**config.mk**
```make
export PLATFORM = sky130hd
export DESIGN_NAME = rpd_cell
export DESIGN_NICKNAME = d
export VERILOG_FILES = /design/src/rpd_pkg.sv /design/src/rpd_cell.sv
export SDC_FILE = /design/constraint.sdc
export NUM_CORES = 1
export LEC_CHECK = 0
export ABC_CLOCK_PERIOD_IN_PS = 4900
export BUFFER_PORTS_ARGS = -buffer_cell sky130_fd_sc_hd__buf_4
export CAP_MARGIN = 20
export CORE_MARGIN = 2
export CORE_UTILIZATION = 40
export CTS_CLUSTER_DIAMETER = 100
export DETAILED_ROUTE_END_ITERATION = 7
export MAX_ROUTING_LAYER = met4
export PLACE_DENSITY = 0.81
export SLEW_MARGIN = 10
export SYNTH_ARGS = -nofsm -noshare
export SYNTH_HDL_FRONTEND = slang
export SYNTH_SLANG_ARGS = --single-unit
```
**constraint.sdc**
```tcl
create_clock -name clk -period 4.9 [get_ports clk]
set_clock_uncertainty 0.15 [all_clocks]
set_input_delay 0.735 -clock clk [delete_from_list [all_inputs] [get_ports clk]]
set_output_delay 0.735 -clock clk [all_outputs]
set_load 0.01 [all_outputs]
```
**src/rpd_pkg.sv**
```systemverilog
`default_nettype none

package rpd_pkg;

    localparam int WORD_W    = 32;
    localparam int CFG_W     = 11;
    localparam int CFG_IDX_W = 8;
    localparam int GROUP     = 32;
    localparam int MOD_CNT_W = $clog2(WORD_W);

    // register indexes
    localparam logic [CFG_IDX_W-1:0] REG_SIZE  = CFG_IDX_W'(0);
    localparam logic [CFG_IDX_W-1:0] REG_COUNT = CFG_IDX_W'(1);

    localparam logic [CFG_W-1:0] RST_SIZE  = CFG_W'(1024);
    localparam logic [CFG_W-1:0] RST_COUNT = CFG_W'(1024);

    typedef enum logic [1:0] {
        ST_IDLE,
        ST_DIV,
        ST_TREE,
        ST_LOAD
    } rpd_state_t;

    // command broadcast to every list cell
    typedef struct packed {
        logic shift;    // close the gap at pos
        logic restore;  // reload identity
    } rpd_cell_op_t;

endpackage

`default_nettype wire

```
**src/rpd_cell.sv**
```systemverilog
`default_nettype none

module rpd_cell import rpd_pkg::*; #(
    parameter int IDX   = 0,
    parameter int VAL_W = 10
) (
    input  wire logic             clk,
    input  wire logic             rst_n,
    input  wire rpd_cell_op_t     op,
    input  wire logic [CFG_W-1:0] pos,
    input  wire logic [VAL_W-1:0] right_val,
    output logic      [VAL_W-1:0] val,
    output logic      [VAL_W-1:0] hit_val
);

    logic [VAL_W-1:0] val_reg;
    logic [VAL_W-1:0] val_next;
    logic             hit;
    logic             at_or_above;

    assign hit         = (int'(pos) == IDX);
    assign at_or_above = (int'(pos) <= IDX);

    always_comb
    begin
        val_next = val_reg;
        if (op.restore)
        begin
            val_next = VAL_W'(IDX);
        end
        else if (op.shift && at_or_above)
        begin
            val_next = right_val;
        end
    end

    always_ff @(posedge clk or negedge rst_n)
    begin
        if (!rst_n)
        begin
            val_reg <= VAL_W'(IDX);
        end
        else
        begin
            val_reg <= val_next;
        end
    end

    assign val     = val_reg;
    assign hit_val = hit ? val_reg : '0;

endmodule

`default_nettype wire

```
==> summary.txt <==
Clock tree
  – Post-CTS Resized: 0
  – H-tree Lvls: 1
  – Worst skew pair latency: 0.26 ns
  – Num CTS Buffers: 3
  – CTS Sinks: 10
  – Hold Buf Count CTS: 0
  – Clock buffer depth: 2
  – Clk root buf: clkbuf_4
  – Postcts setup bufs: 0
  – CTS clk-pin slew, worst paths: 0.07 ns
  – CTS tree: built

Global route
  – Largest net degree at the start of global routing: 21
  – Vias in the first global route: 586
  – Initial antenna violation count: 0
  – Met1 track demand over resource: 19.9%
  – Met2 Use GR: 33.3%
  – Met3 GRT Util: 3.83%
  – Most Used Layer, Global Route: met2
  – GRT Total Usage: 18.4%
  – First-pass GRT wire length: 2480 um
  – GR Overflow Total: 0

Power
  – Sw Ratio: 21.1%
  – Clock network fraction of total power: 41.9%
  – Comb power frac: 12.8%
  – Internal power: 0.144 mW
  – Sw Pwr: 0.0385 mW
  – Pwr Density: 185 nW/um2
  – Pleak: 0.485 nW
  – VDD IR-drop max: 0.000137 V
  – Flop pwr share: 45.3%
  – Overall power: 0.182 mW

Final layout
  – Area growth from synthesis to layout: 61.7%
  – Most common cell after layout, fill and taps aside: buf_4
  – Layout cells sized above 1: 49.5%
  – Footprint of the multi-input gates: 335 um2
  – Most frequent cells in the layout: 45 x buf_4, 20 x nand2b_1, 10 x and2_1, 10 x mux2i_1, 10 x dfrtp_1
  – FF/Latch Area: 250 um2
  – Max reg flops: 10
  – Fill cells: 131
  – Nets@finish: 131
  – Antenna Cells: 0

Floorplan
  – Num ports: 45
  – Die Y: 43.0 um
  – Cell Rows: 14
  – Starting density of the core: 41.3%
  – Core Area: 1470 um2
  – DIE AREA: 1850 um2
  – Chip width: 43.0 um

Setup path
  – Crit-path max FO: 10
  – CP Cell Sequence: buf_4, or4_4, nor3_2, and2_1, buf_4
  – CP endpoint: hit_val[1]
  – Family with the most delay on the worst path: simple AND/OR/NAND/NOR gates
  – Worst R2R End: val[9]$_DFFE_PN0P_
  – Worst setup EP type: output port
  – Critical path required time: 4.01 ns
  – R2R cell count: 2
  – FF-to-FF Start: val[9]$_DFFE_PN0P_
  – Critical path launch point type: input port
  – FF-to-FF setup slack: 4.09 ns
  – Crit path largest cell delay: 0.54 ns
  – Buffers and inverters on the worst path: 2
  – Cell depth of the worst setup path: 5
  – Crit path max-delay cell type: or4_4
  – Worst EP arrival: 2.24 ns
  – Crit path launch: pos[1]
  – Most frequent CP cell: buf_4
  – CP Class: in -> out

Yosys
  – Post-synthesis net count: 84
  – Sequential fraction of the synthesis area: 41.2%
  – Avg Cell Area, Syn: 10.3 um2
  – Synth cell types: 12
  – Post-Syn Instances: 59
  – Synth Warn #: 0
  – Mapped cell area: 608 um2
  – Synthesized flop and latch total: 10

Detailed routing
  – DRT antenna net count: 0
  – WL final: 1530 um
  – DR iter-0 viols: 8
  – WL/cell: 12.7 um
  – First-pass DRT Iterations: 3
  – DR vias/cell: 4.89
  – Routed vias: 592
  – Drt drc: 0

Timing
  – Setup TNS: 0 ns
  – Fin. Hold Viols: 0
  – Worst setup margin: 1.78 ns
  – Tmin final: 3.12 ns
  – Final period utilization: 63.7%
  – Maximum clock rate: 320 MHz
  – Relative slew slack: 62.4%
  – Final Setup Violations: 0
  – Worst-Margin Slew: 0.561 ns
  – Max-slew violation count: 0
  – RSZ-0062 raised after global routing: no

Worst hold path
  – Worst hold path type: in -> async

Flow run
  – Max_cap viols: 0

Outcome
  – Status: complete, no violations

Placement
  – Post-DP HPWL: 1130 um
  – GPL Wtd Cong: 0.669
  – Setup WS pre-CTS: 1.79 ns
  – Input/output buffers: 44
[synth_stat cells]
cell type | n | area share [%]
and2_1 | 10 | 10
buf_6 | 1 | 1.9
clkbuf_1 | 2 | 1.2
dfrtp_1 | 10 | 41
inv_1 | 1 | 0.62
mux2i_1 | 10 | 16
nand2b_1 | 20 | 21
nor3_2 | 1 | 1.6
nor4_2 | 1 | 2.1
or3_1 | 1 | 1.0
or4_1 | 1 | 1.2
or4_4 | 1 | 1.9
[area by class of cell]
type | count | area share (%)
multi-input cells | 45 | 34.1
inverters | 1 | 0.382
repair buffers | 45 | 34.4
clock buffers | 4 | 3.69
flip-flops and latches | 10 | 25.4
well taps | 16 | 2.04
[kinds of logic (layout without fill, tap and decap cells)]
group         count (synthesis)  after routing  synth area share (%)
simple gates                 35             35                  38.7
mux                          10             10                  16.5
flops                        10             10                  41.2
buf+inv                       4             50                  3.70
[power by group through the flow]
stage,clock network (mW),logic [mW],registers (mW)
6_report,0.0763,0.0233,0.0825
5_1_grt,0.0788,0.0257,0.0825
3_5_place_dp,0,0.0237,0.0841
2_1_floorplan,0,0.00688,0.0841
4_1_cts,0.0766,0.0237,0.0825
3_3_place_gp,0,0.0231,0.0841
[worst register-to-register path: stages, from the launching register on]
cell      delay, ns
dfrtp_1        0.40
nand2b_1       0.08
mux2i_1        0.06
[how the worst min path moves through the flow]
| stage | from | end | slack [ns] | cells after the start |
|---|---|---|---|---|
| floorplan | rst_n | val[0]$_DFFE_PN0P_ | 0.29 | 0 |
| global placement | val[1]$_DFFE_PN0P_ | val[1]$_DFFE_PN0P_ | 0.39 | 2 |
| detailed placement | val[1]$_DFFE_PN0P_ | val[1]$_DFFE_PN0P_ | 0.40 | 2 |
| CTS | rst_n | val[1]$_DFFE_PN0P_ | 0.13 | 1 |
| global route | rst_n | val[1]$_DFFE_PN0P_ | 0.14 | 1 |
| finish | rst_n | val[1]$_DFFE_PN0P_ | 0.13 | 1 |
[per-stage QoR]
step           hold WS [ns]  cells  utilization [%]  cell area, um2
2_1_floorplan         0.289     59                -             608
6_report              0.127    121             66.8             983
5_1_grt               0.136    121             66.8             983
3_3_place_gp          0.390    117             64.4             947
3_5_place_dp          0.400    117             64.4             947
4_1_cts               0.129    121             66.8             983
[routing by layer]
layer | vias to the layer above | routed length, um
met5 | - | 0
met4 | 0 | 0
met3 | 0 | 133
met2 | 31 | 802
met1 | 274 | 598
li1 | 287 | -
No activity file was read; power rests on OpenSTA's default activity.
