## src/rpd_pkg.sv

```systemverilog
`default_nettype none

package rpd_pkg;

    localparam int WORD_W    = 32;
    localparam int CFG_W     = 11;
    localparam int CFG_IDX_W = 8;
    localparam int GROUP     = 32;
    localparam int MOD_CNT_W = $clog2(WORD_W);

    // register indexes
    localparam logic [CFG_IDX_W-1:0] REG_SIZE  = CFG_IDX_W'(0);
    localparam logic [CFG_IDX_W-1:0] REG_COUNT = CFG_IDX_W'(1);

    localparam logic [CFG_W-1:0] RST_SIZE  = CFG_W'(1024);
    localparam logic [CFG_W-1:0] RST_COUNT = CFG_W'(1024);

    typedef enum logic [1:0] {
        ST_IDLE,
        ST_DIV,
        ST_TREE,
        ST_LOAD
    } rpd_state_t;

    // command broadcast to every list cell
    typedef struct packed {
        logic shift;    // close the gap at pos
        logic restore;  // reload identity
    } rpd_cell_op_t;

endpackage

`default_nettype wire

```

## src/rpd_mod_unit.sv

```systemverilog
`default_nettype none

// Restoring remainder, one dividend bit per cycle.
module rpd_mod_unit import rpd_pkg::*; (
    input  wire logic              clk,
    input  wire logic              rst_n,
    input  wire logic              start,
    input  wire logic [WORD_W-1:0] dividend,
    input  wire logic [CFG_W-1:0]  divisor,
    output logic                   done,
    output logic      [CFG_W-1:0]  remainder
);

    logic [WORD_W-1:0]    dvd_reg;
    logic [WORD_W-1:0]    dvd_next;
    logic [CFG_W-1:0]     rem_reg;
    logic [CFG_W-1:0]     rem_next;
    logic [CFG_W-1:0]     dsr_reg;
    logic [CFG_W-1:0]     dsr_next;
    logic [MOD_CNT_W-1:0] cnt_reg;
    logic [MOD_CNT_W-1:0] cnt_next;
    logic                 busy_reg;
    logic                 busy_next;
    logic                 done_reg;
    logic                 done_next;
    logic [CFG_W:0]       trial;
    logic                 last_step;

    assign trial     = {rem_reg, dvd_reg[WORD_W-1]};
    assign last_step = busy_reg && (cnt_reg == MOD_CNT_W'(WORD_W - 1));

    always_comb
    begin
        dvd_next  = dvd_reg;
        rem_next  = rem_reg;
        dsr_next  = dsr_reg;
        cnt_next  = cnt_reg;
        busy_next = busy_reg;
        done_next = last_step;
        if (start)
        begin
            dvd_next  = dividend;
            rem_next  = '0;
            dsr_next  = divisor;
            cnt_next  = '0;
            busy_next = 1'b1;
        end
        else if (busy_reg)
        begin
            dvd_next = {dvd_reg[WORD_W-2:0], 1'b0};
            if (trial >= {1'b0, dsr_reg})
            begin
                rem_next = CFG_W'(trial - {1'b0, dsr_reg});
            end
            else
            begin
                rem_next = trial[CFG_W-1:0];
            end
            cnt_next = cnt_reg + MOD_CNT_W'(1);
            if (last_step)
            begin
                busy_next = 1'b0;
            end
        end
    end

    always_ff @(posedge clk or negedge rst_n)
    begin
        if (!rst_n)
        begin
            busy_reg <= 1'b0;
            done_reg <= 1'b0;
            cnt_reg  <= '0;
        end
        else
        begin
            busy_reg <= busy_next;
            done_reg <= done_next;
            cnt_reg  <= cnt_next;
        end
    end

    always_ff @(posedge clk)
    begin
        dvd_reg <= dvd_next;
        rem_reg <= rem_next;
        dsr_reg <= dsr_next;
    end

    assign done      = done_reg;
    assign remainder = rem_reg;

endmodule

`default_nettype wire

```

## config.mk

```make
export PLATFORM = sky130hd
export DESIGN_NAME = rpd_mod_unit
export DESIGN_NICKNAME = d
export VERILOG_FILES = /design/src/rpd_pkg.sv /design/src/rpd_mod_unit.sv
export SDC_FILE = /design/constraint.sdc
export NUM_CORES = 1
export LEC_CHECK = 0
export BUFFER_PORTS_ARGS = -buffer_cell sky130_fd_sc_hd__buf_2
export CAP_MARGIN = 20
export CORE_AREA = 2 2 83 85
export CTS_CLUSTER_DIAMETER = 50
export CTS_CLUSTER_SIZE = 30
export DETAILED_ROUTE_END_ITERATION = 16
export DIE_AREA = 0 0 85 87
export PLACE_DENSITY = 0.83
export SLEW_MARGIN = 20
export SYNTH_ARGS = -nofsm -noshare
export SYNTH_HDL_FRONTEND = slang
export SYNTH_SLANG_ARGS = --single-unit
```

## constraint.sdc

```tcl
create_clock -name clk -period 2.5 [get_ports clk]
set_clock_uncertainty 0.05 [all_clocks]
set_input_delay 0.5 -clock clk [delete_from_list [all_inputs] [get_ports clk]]
set_output_delay 0.5 -clock clk [all_outputs]
set_load 0.01 [all_outputs]
```

==> out/metrics.csv, run 1 <==
metric,value,unit
CTS tree,done,
Starting DRT DRC Count,132,
max incr delay on CP,0.41,ns
vias in the first global route,2195,
synth top area cells,"edfxtp_1 (41%), mux2_2 (11%), dfxtp_1 (7.0%), dfrtp_1 (5.6%), ha_1 (5.2%)",
Worst R2R Path Depth,9,
top_reg_cell synth,edfxtp_1,
# IOs,58,
status,"finished, violations left",
largest net degree at the start of global routing,28,
Root Buffer,clkbuf_8,
Die ar.,7395,sq um
"Core Util, Final",59.30,%
DRC violations left,0,
metal2 WL,3.236,mm
"Cell Chain, Critical Path",ha_4 -> fa_2 -> and2b_2 -> o22ai_4 -> a2111oi_4 -> buf_4 -> nor2_2 -> mux2_4 -> a211oi_2,
met1 WL,2.710,mm
Ant. Diodes,0,
final setup margin,-0.01199,ns
GRT overflow,0,
Clock Sinks,61,
Final nets,383,
peak supply drop,0.5570,mV
Clock Tree Buf Depth,2,
final count of hold timing violations,0,
routed len/inst,15.65,um
Layout area overhead,23.73,%
PnR Total Power,0.003704,W
DP HPWL,4.186,mm
Synth Cell Area,3148,sq um
worst path arrival time,2.71,ns
Bufs and invs on worst path,1,
chip height,87,um
Worst Tran Pin Value,0.4017,ns
H-Tree Depth,3,
Levels on crit path,9,
RePlAce Congestion,0.8931,
Die Width,85,um
failing checks,setup timing,
WHS Path Cells,1,
post-route cell area,3895,sq um
drt pass-1 iters,5,
Ys Warns,0,
worst setup path class,register to register,
core area,6569,sq um
Rel. slew slack,73.22,%
first-pass GRT wire length,10.31,mm
Clock Latency Late Sink,0.33,ns
ys async rst share,11.48,%
Worst path slowest cell,edfxtp_1,
final setup fails,1,
Cell Rows,30,
initial antenna violation count,0,
leakage power,1.652,nW
sequential share of the synthesized area,53.58,%
Max Freq,398.1,MHz
"antenna viol nets, final",0,
Cell Pwr Density,950.9,nW/um^2
post-synthesis cell type count,61,
routed wl met3,350,um
Post-synth EDFFs,43,
Startpoint Class,register,
pre-CTS WS,-0.05822,ns
GRT Total Usage,17.96,%
"count leader, synth",edfxtp_1,
# port buffers,57,
syn nets,310,
Area after DPL,3545,sq um
Initial Util,47.92,%
max-cap violations,0,
Fin Setup TNS,-0.01199,ns
Worst Path Required,2.70,ns
unrepaired setup endpoints after global routing,yes,
Synth Instances,250,
clock-pin slew of the registers on the worst-case setup and hold paths,0.07,ns
synthesis-stage register bit count,61,
final period utilization,100.5,%
CP max FO,3,
Synth area leader,edfxtp_1,
crit-path leading delay family,compound AO/OA/AOI/OAI gates,
via count,2259,
Inserted Clock Buffers,9,
Critical Path End Type,register,
max reg flops,32,
share of layout cells above drive strength 1,43.60,%
Highest Signal Layer,met4,
Detailed Route WL,6.386,mm
worst hold path class,input port to register,
Syn Area/Cell,12.59,sq um
top cell type's share of synthesized area,41.02,%
routed vias/inst,5.537,
Max Slew Vio Count,0,
Tmin final,2.512,ns
"top cells by count, synth","edfxtp_1 (43), mux2_2 (31), nor2_1 (19)",
## timing repair
| item | CTS | global route |
|---|---|---|
| setup endpoints to repair | 9 | 11 |
| cloned | 1 | 0 |
| setup buffers | 3 | 4 |
| pin swaps | 3 | 6 |
| endpoints found under the hold margin | 7 | 0 |
| resized for setup | 4 | 12 |
| hold buffers | 1 | 0 |
## where the power goes
group | leakage, nW | switching [W] | internal [W] | total (W)
clock network | 0.107 | 0.000386 | 0.000561 | 0.000947
logic | 0.916 | 0.000733 | 0.000675 | 0.00141
registers | 0.629 | 0.000112 | 0.00124 | 0.00135
total | 1.65 | 0.00123 | 0.00247 | 0.00370
## metrics by stage
stage	instances	hold WS, ns
2_1_floorplan	250	0.1544
3_3_place_gp	383	0.2860
3_5_place_dp	383	0.2955
4_1_cts	404	0.2724
5_1_grt	408	0.2717
6_report	408	0.2883
## placed cells by master (no fill, tap or decap), types with 4 or more instances in the layout
cell / synthesis / layout
xnor2_1: 5 / 5
a21oi_1: 5 / 5
mux2i_1: 8 / 8
mux2_2: 31 / 31
buf_2: 1 / 57
nand2_1: 8 / 6
dfxtp_1: 11 / 11
inv_1: 17 / 16
nand3_1: 6 / 6
nor2_1: 19 / 19
dfrtp_1: 7 / 7
edfxtp_1: 43 / 43
buf_4: 1 / 14
ha_1: 13 / 10
clkbuf_8: 0 / 9
a211oi_1: 5 / 4
## worst paths after layout
check                                     to  slack, ns         start
min in group asynchronous         cnt_reg[3]       0.49         rst_n
worst max-delay path            remainder[0]      -0.01    dsr_reg[0]
max in group asynchronous         cnt_reg[1]       1.74         rst_n
worst min-delay path              dsr_reg[5]       0.29    divisor[5]
worst min register to register  remainder[2]       0.47  remainder[2]
worst max register to register  remainder[0]      -0.01    dsr_reg[0]
## routing by layer
metal	track usage, %	vias up
met5	0	-
met4	8.225	0
met3	4.550	10
met2	29.19	83
met1	22.69	1083
li1	-	1083
## cell families after synthesis
kind of cell,share of synthesized area [%]
AO/OA/AOI/OAI,10.45
flip-flops,53.58
AND/OR/NAND/NOR,9.977
XOR/XNOR,2.226
buffers and inverters,3.974
adder cells (fa/ha/maj),5.803
multiplexers,13.99
## area by class of cell
| type | count | area (sq um) |
|---|---|---|
| Timing Repair Buffer | 73 | 420.4 |
| Clock buffer | 10 | 127.6 |
| Multi-Input combinational cell | 161 | 1410 |
| Tap cell | 80 | 100.1 |
| Inverter | 17 | 63.81 |
| Fill cell | 492 | 2674 |
| Clock inverter | 6 | 86.33 |
| Sequential cell | 61 | 1687 |
## worst reg2reg max path: stages, from the launching register on
cell	delay, ns
edfxtp_1	0.41
ha_4	0.18
fa_2	0.34
and2b_2	0.27
o22ai_4	0.09
a2111oi_4	0.38
buf_4	0.19
nor2_2	0.04
mux2_4	0.30
a211oi_2	0.20
(Power assumes the default switching activity.)
==> inputs of run 2 (changes only) <==
- BUFFER_PORTS_ARGS: -buffer_cell sky130_fd_sc_hd__buf_2 -> unset
- CORE_AREA: 2 2 83 85 -> 2 2 78 80
- DIE_AREA: 0 0 85 87 -> 0 0 80 82
- DONT_BUFFER_PORTS: unset -> 1
- PLACE_DENSITY: 0.83 -> 0.82
==> run 2 against run 1 <==
Against the previous run:
- the flow now finishes without violations
- highest routed layer unchanged
- power is 4.5% lower
- largest power group unchanged
- final cell count is 15% lower
- hold slack worse by 0.11 ns
- final area is 8.2% lower
- die area is 11% lower
- worst setup slack better by 0.085 ns
==> out/metrics.csv, run 2 (synthesized netlist as in run 1, its figures left out) <==
metric,value,unit,change
Die Width,80,um,was 85 um
peak supply drop,0.5071,mV,was 0.5570 mV
share of layout cells above drive strength 1,30.51,%,was 43.60%
Clock Sinks,61,,unchanged
via count,2045,,was 2259
Fin Setup TNS,0,ns,was -0.01199 ns
routed len/inst,17.87,um,was 15.65 um
Clk pwr share,23.4,%,was 25.6%
final setup fails,0,,was 1
"leading cell type in the layout, fill and taps excluded",edfxtp_1,,was buf_2
routed vias/inst,5.893,,was 5.537
metal2 WL,2.956,mm,was 3.236 mm
drt pass-1 iters,4,,was 5
largest net degree at the start of global routing,63,,was 28
first-pass GRT wire length,9.763,mm,was 10.31 mm
post-route cell area,3576,sq um,was 3895 sq um
Detailed Route WL,6.200,mm,was 6.386 mm
sequential fraction of design power,37.6,%,was 36.4%
# IOs,58,,unchanged
final count of hold timing violations,0,,unchanged
Max Slew Vio Count,0,,unchanged
Highest Signal Layer,met4,,unchanged
final period utilization,97.10,%,was 100.5%
routed wl met3,463,um,was 350 um
max-cap violations,0,,unchanged
Startpoint Class,register,,unchanged
met1 WL,2.568,mm,was 2.710 mm
Inserted Clock Buffers,9,,unchanged
Worst Tran Pin Value,0.7374,ns,was 0.4017 ns
final setup margin,0.07259,ns,was -0.01199 ns
Area after DPL,3271,sq um,was 3545 sq um
Root Buffer,clkbuf_8,,unchanged
Die ar.,6560,sq um,was 7395 sq um
pre-CTS WS,-0.07729,ns,was -0.05822 ns
unrepaired setup endpoints after global routing,yes,,unchanged
Layout area overhead,13.59,%,was 23.73%
Worst Path Required,2.72,ns,was 2.70 ns
DP HPWL,3.991,mm,was 4.186 mm
Cell Pwr Density,989.3,nW/um^2,was 950.9 nW/um^2
leakage power,1.413,nW,was 1.652 nW
sw frac,34.02,%,was 33.24%
Clock Latency Late Sink,0.34,ns,was 0.33 ns
# port buffers,0,,was 57
worst path arrival time,2.64,ns,was 2.71 ns
GRT overflow,0,,unchanged
DRC violations left,0,,unchanged
initial antenna violation count,0,,unchanged
worst setup path class,register to register,,unchanged
internal power,0.002334,W,was 0.002473 W
RePlAce Congestion,0.8812,,was 0.8931
CTS tree,done,,unchanged
area of the multi-input gates,1416,sq um,was 1410 sq um
Max Freq,412.0,MHz,was 398.1 MHz
Reg area,1687,sq um,unchanged
max reg flops,32,,unchanged
Starting DRT DRC Count,185,,was 132
Tmin final,2.427,ns,was 2.512 ns
most frequent cells in the layout,"edfxtp_1 (43), mux2_2 (31), nor2_1 (19)",,"was buf_2 (57), edfxtp_1 (43), mux2_2 (31)"
CP max FO,3,,unchanged
clock-pin slew of the registers on the worst-case setup and hold paths,0.07,ns,about the same
status,"complete, no violations",,"was finished, violations left"
number of fill cells in the layout,450,,was 492
Cell Rows,28,,was 30
H-Tree Depth,3,,unchanged
Ant. Diodes,0,,unchanged
chip height,82,um,was 87 um
"antenna viol nets, final",0,,unchanged
Rel. slew slack,50.84,%,was 73.22%
core area,5746,sq um,was 6569 sq um
switching power,0.001204,W,was 0.001231 W
Critical Path End Type,register,,unchanged
Initial Util,54.79,%,was 47.92%
GRT Total Usage,20.06,%,was 17.96%
worst hold path class,input port to register,,unchanged
vias in the first global route,2023,,was 2195
Comb pwr share,39.0,%,was 38.0%
Clock Tree Buf Depth,2,,unchanged
Final nets,327,,was 383
-- run 2: changes by cell type in the layout (fill, tap and decap cells not counted), sizes merged --
cell	delta
inv	-1
bufinv	-1
clkinv	+3
clkinvlp	-1
buf	-56
-- run 2: final timing paths --
path / from / endpoint / slack (ns) / cells past startpoint
setup / recovery: dsr_reg[0] / remainder[0] / 0.07 / 9
hold / removal: start / remainder[6] / 0.18 / 1
setup reg to reg: dsr_reg[0] / remainder[0] / 0.07 / 9
hold reg to reg: cnt_reg[4] / cnt_reg[4] / 0.48 / 2
max in group asynchronous: rst_n / cnt_reg[4] / 1.71 / 1
min in group asynchronous: rst_n / done / 0.44 / 1
-- run 2: routing by layer --
metal	GRT usage [%]	up-vias
li1	-	962
met1	23.99	994
met2	32.42	67
met3	7.253	22
met4	9.492	0
met5	0	-
-- run 2: power groups by stage --
stage / registers [W] / clock network (W) / logic, W
final: 0.00133 / 0.000828 / 0.00138
after global routing: 0.00134 / 0.000885 / 0.00149
after CTS: 0.00133 / 0.000843 / 0.00133
after detailed placement: 0.00135 / 0 / 0.00119
after global placement: 0.00135 / 0 / 0.00117
after floorplan: 0.00137 / 0 / 0.000921
-- run 2: timing repair --
item	in CTS	in global routing
resized for setup	13	6
cloned	1	0
setup endpoints to repair	10	11
endpoints found under the hold margin	7	0
buffers inserted	4	0
hold buffers	1	0
pin swaps	9	9
-- run 2: final cells by class --
class / instances / share of cell area, %
flip-flops and latches: 61 / 47.17
multi-input cells: 161 / 39.61
repair buffers: 17 / 3.744
clock buffers: 10 / 3.569
well taps: 75 / 2.624
inverters: 17 / 1.784
clock inverters: 6 / 1.505
-- run 2: per-stage QoR --
stage | hold slack (ns) | util [%] | cells | power (W)
global placement | 0.1545 | 56.93 | 325 | 0.002515
floorplan | 0.1544 | - | 250 | 0.002287
global route | 0.1572 | 62.24 | 347 | 0.003719
CTS | 0.1613 | 62.00 | 347 | 0.003508
detailed placement | 0.1545 | 56.93 | 325 | 0.002537
finish | 0.1808 | 62.24 | 347 | 0.003538
-- run 2: critical path, stage by stage, from the launching register on --
cell and delay, ns:
edfxtp_1 0.41, ha_4 0.18, fa_2 0.34, and2b_2 0.26
o22ai_4 0.09, a2111oi_4 0.34, buf_4 0.19, nor2_4 0.04
mux2_4 0.30, a211oi_2 0.16
==> inputs of run 3 (changes only) <==
- CORE_AREA: 2 2 78 80 -> 2 2 56 111
- DIE_AREA: 0 0 80 82 -> 0 0 58 113
==> run 3 against run 2 <==
Against the previous run:
- power rose by 5.6%
- routed wire length rose by 4.3%
- critical path depth fell by 1
- maximum frequency fell by 0.57%
- hold slack improved by 0.022 ns
- clock power rose by 29%
- sequential power barely moved
- non-clock buffer count rose by 1
- core utilization rose by 1.2 points
- final area rose by 0.42%
==> out/metrics.csv, run 3 (synthesized netlist as in run 1, its figures left out) <==
metric,value,unit,change
PnR Total Power,0.003737,W,was 0.003538 W
worst hold path endpoint,cnt_reg[4],,was remainder[6]
WHS Path Cells,1,,unchanged
H-Tree Depth,3,,unchanged
Max Slew Vio Count,0,,unchanged
r2r endpoint,remainder[4],,was remainder[0]
worst hold path class,input port to register,,unchanged
worst setup path class,register to register,,unchanged
Initial Util,55.61,%,was 54.79%
DP HPWL,4.369,mm,was 3.991 mm
drt pass-1 iters,6,,was 4
leakage power,1.435,nW,was 1.413 nW
final period utilization,97.66,%,was 97.10%
Die ar.,6554,sq um,was 6560 sq um
Worst Path Required,2.69,ns,was 2.72 ns
Clock Tree Buf Depth,2,,unchanged
peak supply drop,0.8547,mV,was 0.5071 mV
status,"complete, no violations",,unchanged
Starting DRT DRC Count,88,,was 185
Layout area overhead,14.07,%,was 13.59%
final count of hold timing violations,0,,unchanged
Worst path slowest cell,or3_4,,was edfxtp_1
worst path arrival time,2.63,ns,was 2.64 ns
number of fill cells in the layout,417,,was 450
chip height,113,um,was 82 um
GRT overflow,0,,unchanged
max-cap violations,0,,unchanged
Worst Tran Pin Value,0.7365,ns,was 0.7374 ns
# port buffers,0,,unchanged
routed len/inst,19.36,um,was 17.87 um
Rel. slew slack,50.90,%,was 50.84%
largest net degree at the start of global routing,63,,unchanged
pre-CTS WS,-0.02113,ns,was -0.07729 ns
Root Buffer,clkbuf_16,,was clkbuf_8
"antenna viol nets, final",0,,unchanged
Clock Latency Late Sink,0.32,ns,was 0.34 ns
RePlAce Congestion,0.8627,,was 0.8812
initial antenna violation count,0,,unchanged
Cell Rows,39,,was 28
clock-pin slew of the registers on the worst-case setup and hold paths,0.05,ns,was 0.07 ns
Inserted Clock Buffers,9,,unchanged
"Cell Chain, Critical Path",inv_1 -> ha_1 -> a211oi_2 -> nand2_1 -> or3_4 -> or2_2 -> mux2i_1 -> a211oi_1,,was ha_4 -> fa_2 -> and2b_2 -> o22ai_4 -> a2111oi_4 -> buf_4 -> nor2_4 -> mux2_4 -> a211oi_2
CTS tree,done,,unchanged
flop-to-flop setup slack,0.06,ns,was 0.07 ns
final setup fails,0,,unchanged
worst reg2reg startpoint,dsr_reg[10],,was dsr_reg[0]
# IOs,58,,unchanged
max incr delay on CP,0.44,ns,was 0.41 ns
Cell Pwr Density,1041,nW/um^2,was 989.3 nW/um^2
crit-path leading delay family,simple AND/OR/NAND/NOR gates,,was compound AO/OA/AOI/OAI gates
Tmin final,2.441,ns,was 2.427 ns
Bufs and invs on worst path,1,,unchanged
Critical Path End Type,register,,unchanged
Startpoint Class,register,,unchanged
Ant. Diodes,0,,unchanged
final setup margin,0.05860,ns,was 0.07259 ns
Worst R2R Path Depth,8,,was 9
share of layout cells above drive strength 1,29.30,%,was 30.51%
max reg flops,32,,unchanged
Max Freq,409.6,MHz,was 412.0 MHz
GRT Total Usage,21.13,%,was 20.06%
core area,5660,sq um,was 5746 sq um
Detailed Route WL,6.467,mm,was 6.200 mm
CP max FO,5,,was 3
vias in the first global route,2171,,was 2023
DRC violations left,0,,unchanged
first-pass GRT wire length,10.29,mm,was 9.763 mm
Clock Sinks,61,,unchanged
Die Width,58,um,was 80 um
"leading cell type in the layout, fill and taps excluded",edfxtp_1,,unchanged
"Core Util, Final",63.44,%,was 62.24%
Final nets,328,,was 327
most frequent cells in the layout,"edfxtp_1 (43), mux2_2 (32), nor2_1 (19)",,"was edfxtp_1 (43), mux2_2 (31), nor2_1 (19)"
unrepaired setup endpoints after global routing,yes,,unchanged
via count,2072,,was 2045
hold path start,start,,unchanged
routed vias/inst,6.204,,was 5.893
run 3: cell types whose count changed in the layout (fill, tap and decap cells not counted), sizes merged:
cell | before | now
buf | 16 | 17
bufinv | 1 | 0
clkinvlp | 0 | 1
run 3: cell type report:
| class | instances | area (sq um) | share of cell area, % |
|---|---|---|---|
| Sequential cell | 61 | 1687 | 46.97 |
| Multi-Input combinational cell | 161 | 1368 | 38.08 |
| Tap cell | 61 | 76.32 | 2.125 |
| Clock buffer | 10 | 229.0 | 6.376 |
| Timing Repair Buffer | 18 | 137.6 | 3.833 |
| Clock inverter | 6 | 30.03 | 0.8362 |
| Inverter | 17 | 63.81 | 1.777 |
run 3: worst register-to-register path, cell delays in order, from the launching register on:
cell and delay [ns]:
edfxtp_1 0.32, inv_1 0.04, ha_1 0.33, a211oi_2 0.27
nand2_1 0.15, or3_4 0.44, or2_2 0.40, mux2i_1 0.15
a211oi_1 0.22
run 3: worst max path at each step:
stage | cells past startpoint | end | start
5_1_grt | 8 | remainder[3] | dsr_reg[0]
4_1_cts | 9 | remainder[10] | dvd_reg[31]
3_5_place_dp | 9 | remainder[3] | dvd_reg[31]
6_report | 8 | remainder[4] | dsr_reg[10]
2_1_floorplan | 9 | remainder[6] | remainder[0]
3_3_place_gp | 9 | remainder[6] | dvd_reg[31]
run 3: metal layers:
layer / GRT usage [%] / wire length (um)
met5: 0 / 0
met4: 13.95 / 301
met3: 6.057 / 409
met2: 35.61 / 3400
met1: 22.05 / 2356
run 3: per-stage QoR:
stage | hold WS (ns) | instances | setup TNS, ns | area [sq um]
2_1_floorplan | 0.1544 | 250 | 0 | 3148
3_3_place_gp | 0.1545 | 313 | 0 | 3268
3_5_place_dp | 0.1545 | 313 | -0.03425 | 3268
4_1_cts | 0.1854 | 331 | 0 | 3553
5_1_grt | 0.1870 | 334 | -0.4242 | 3591
6_report | 0.2032 | 334 | 0 | 3591
run 3: report_power, final:
part	internal, W	leakage, nW	switching [W]	total, W
Clock	0.000657	0.127	0.000414	0.00107
Sequential	0.00124	0.629	0.000103	0.00134
Combinational	0.000616	0.679	0.000709	0.00132
run 3: timing repair:
action / CTS / global route
gates cloned: 1 / 0
setup endpoints to repair: 4 / 11
buffers inserted: 0 / 3
hold endpoints to repair: 7 / 0
resized for setup: 3 / 4
pin swaps: 4 / 4
hold buffers: 1 / 0
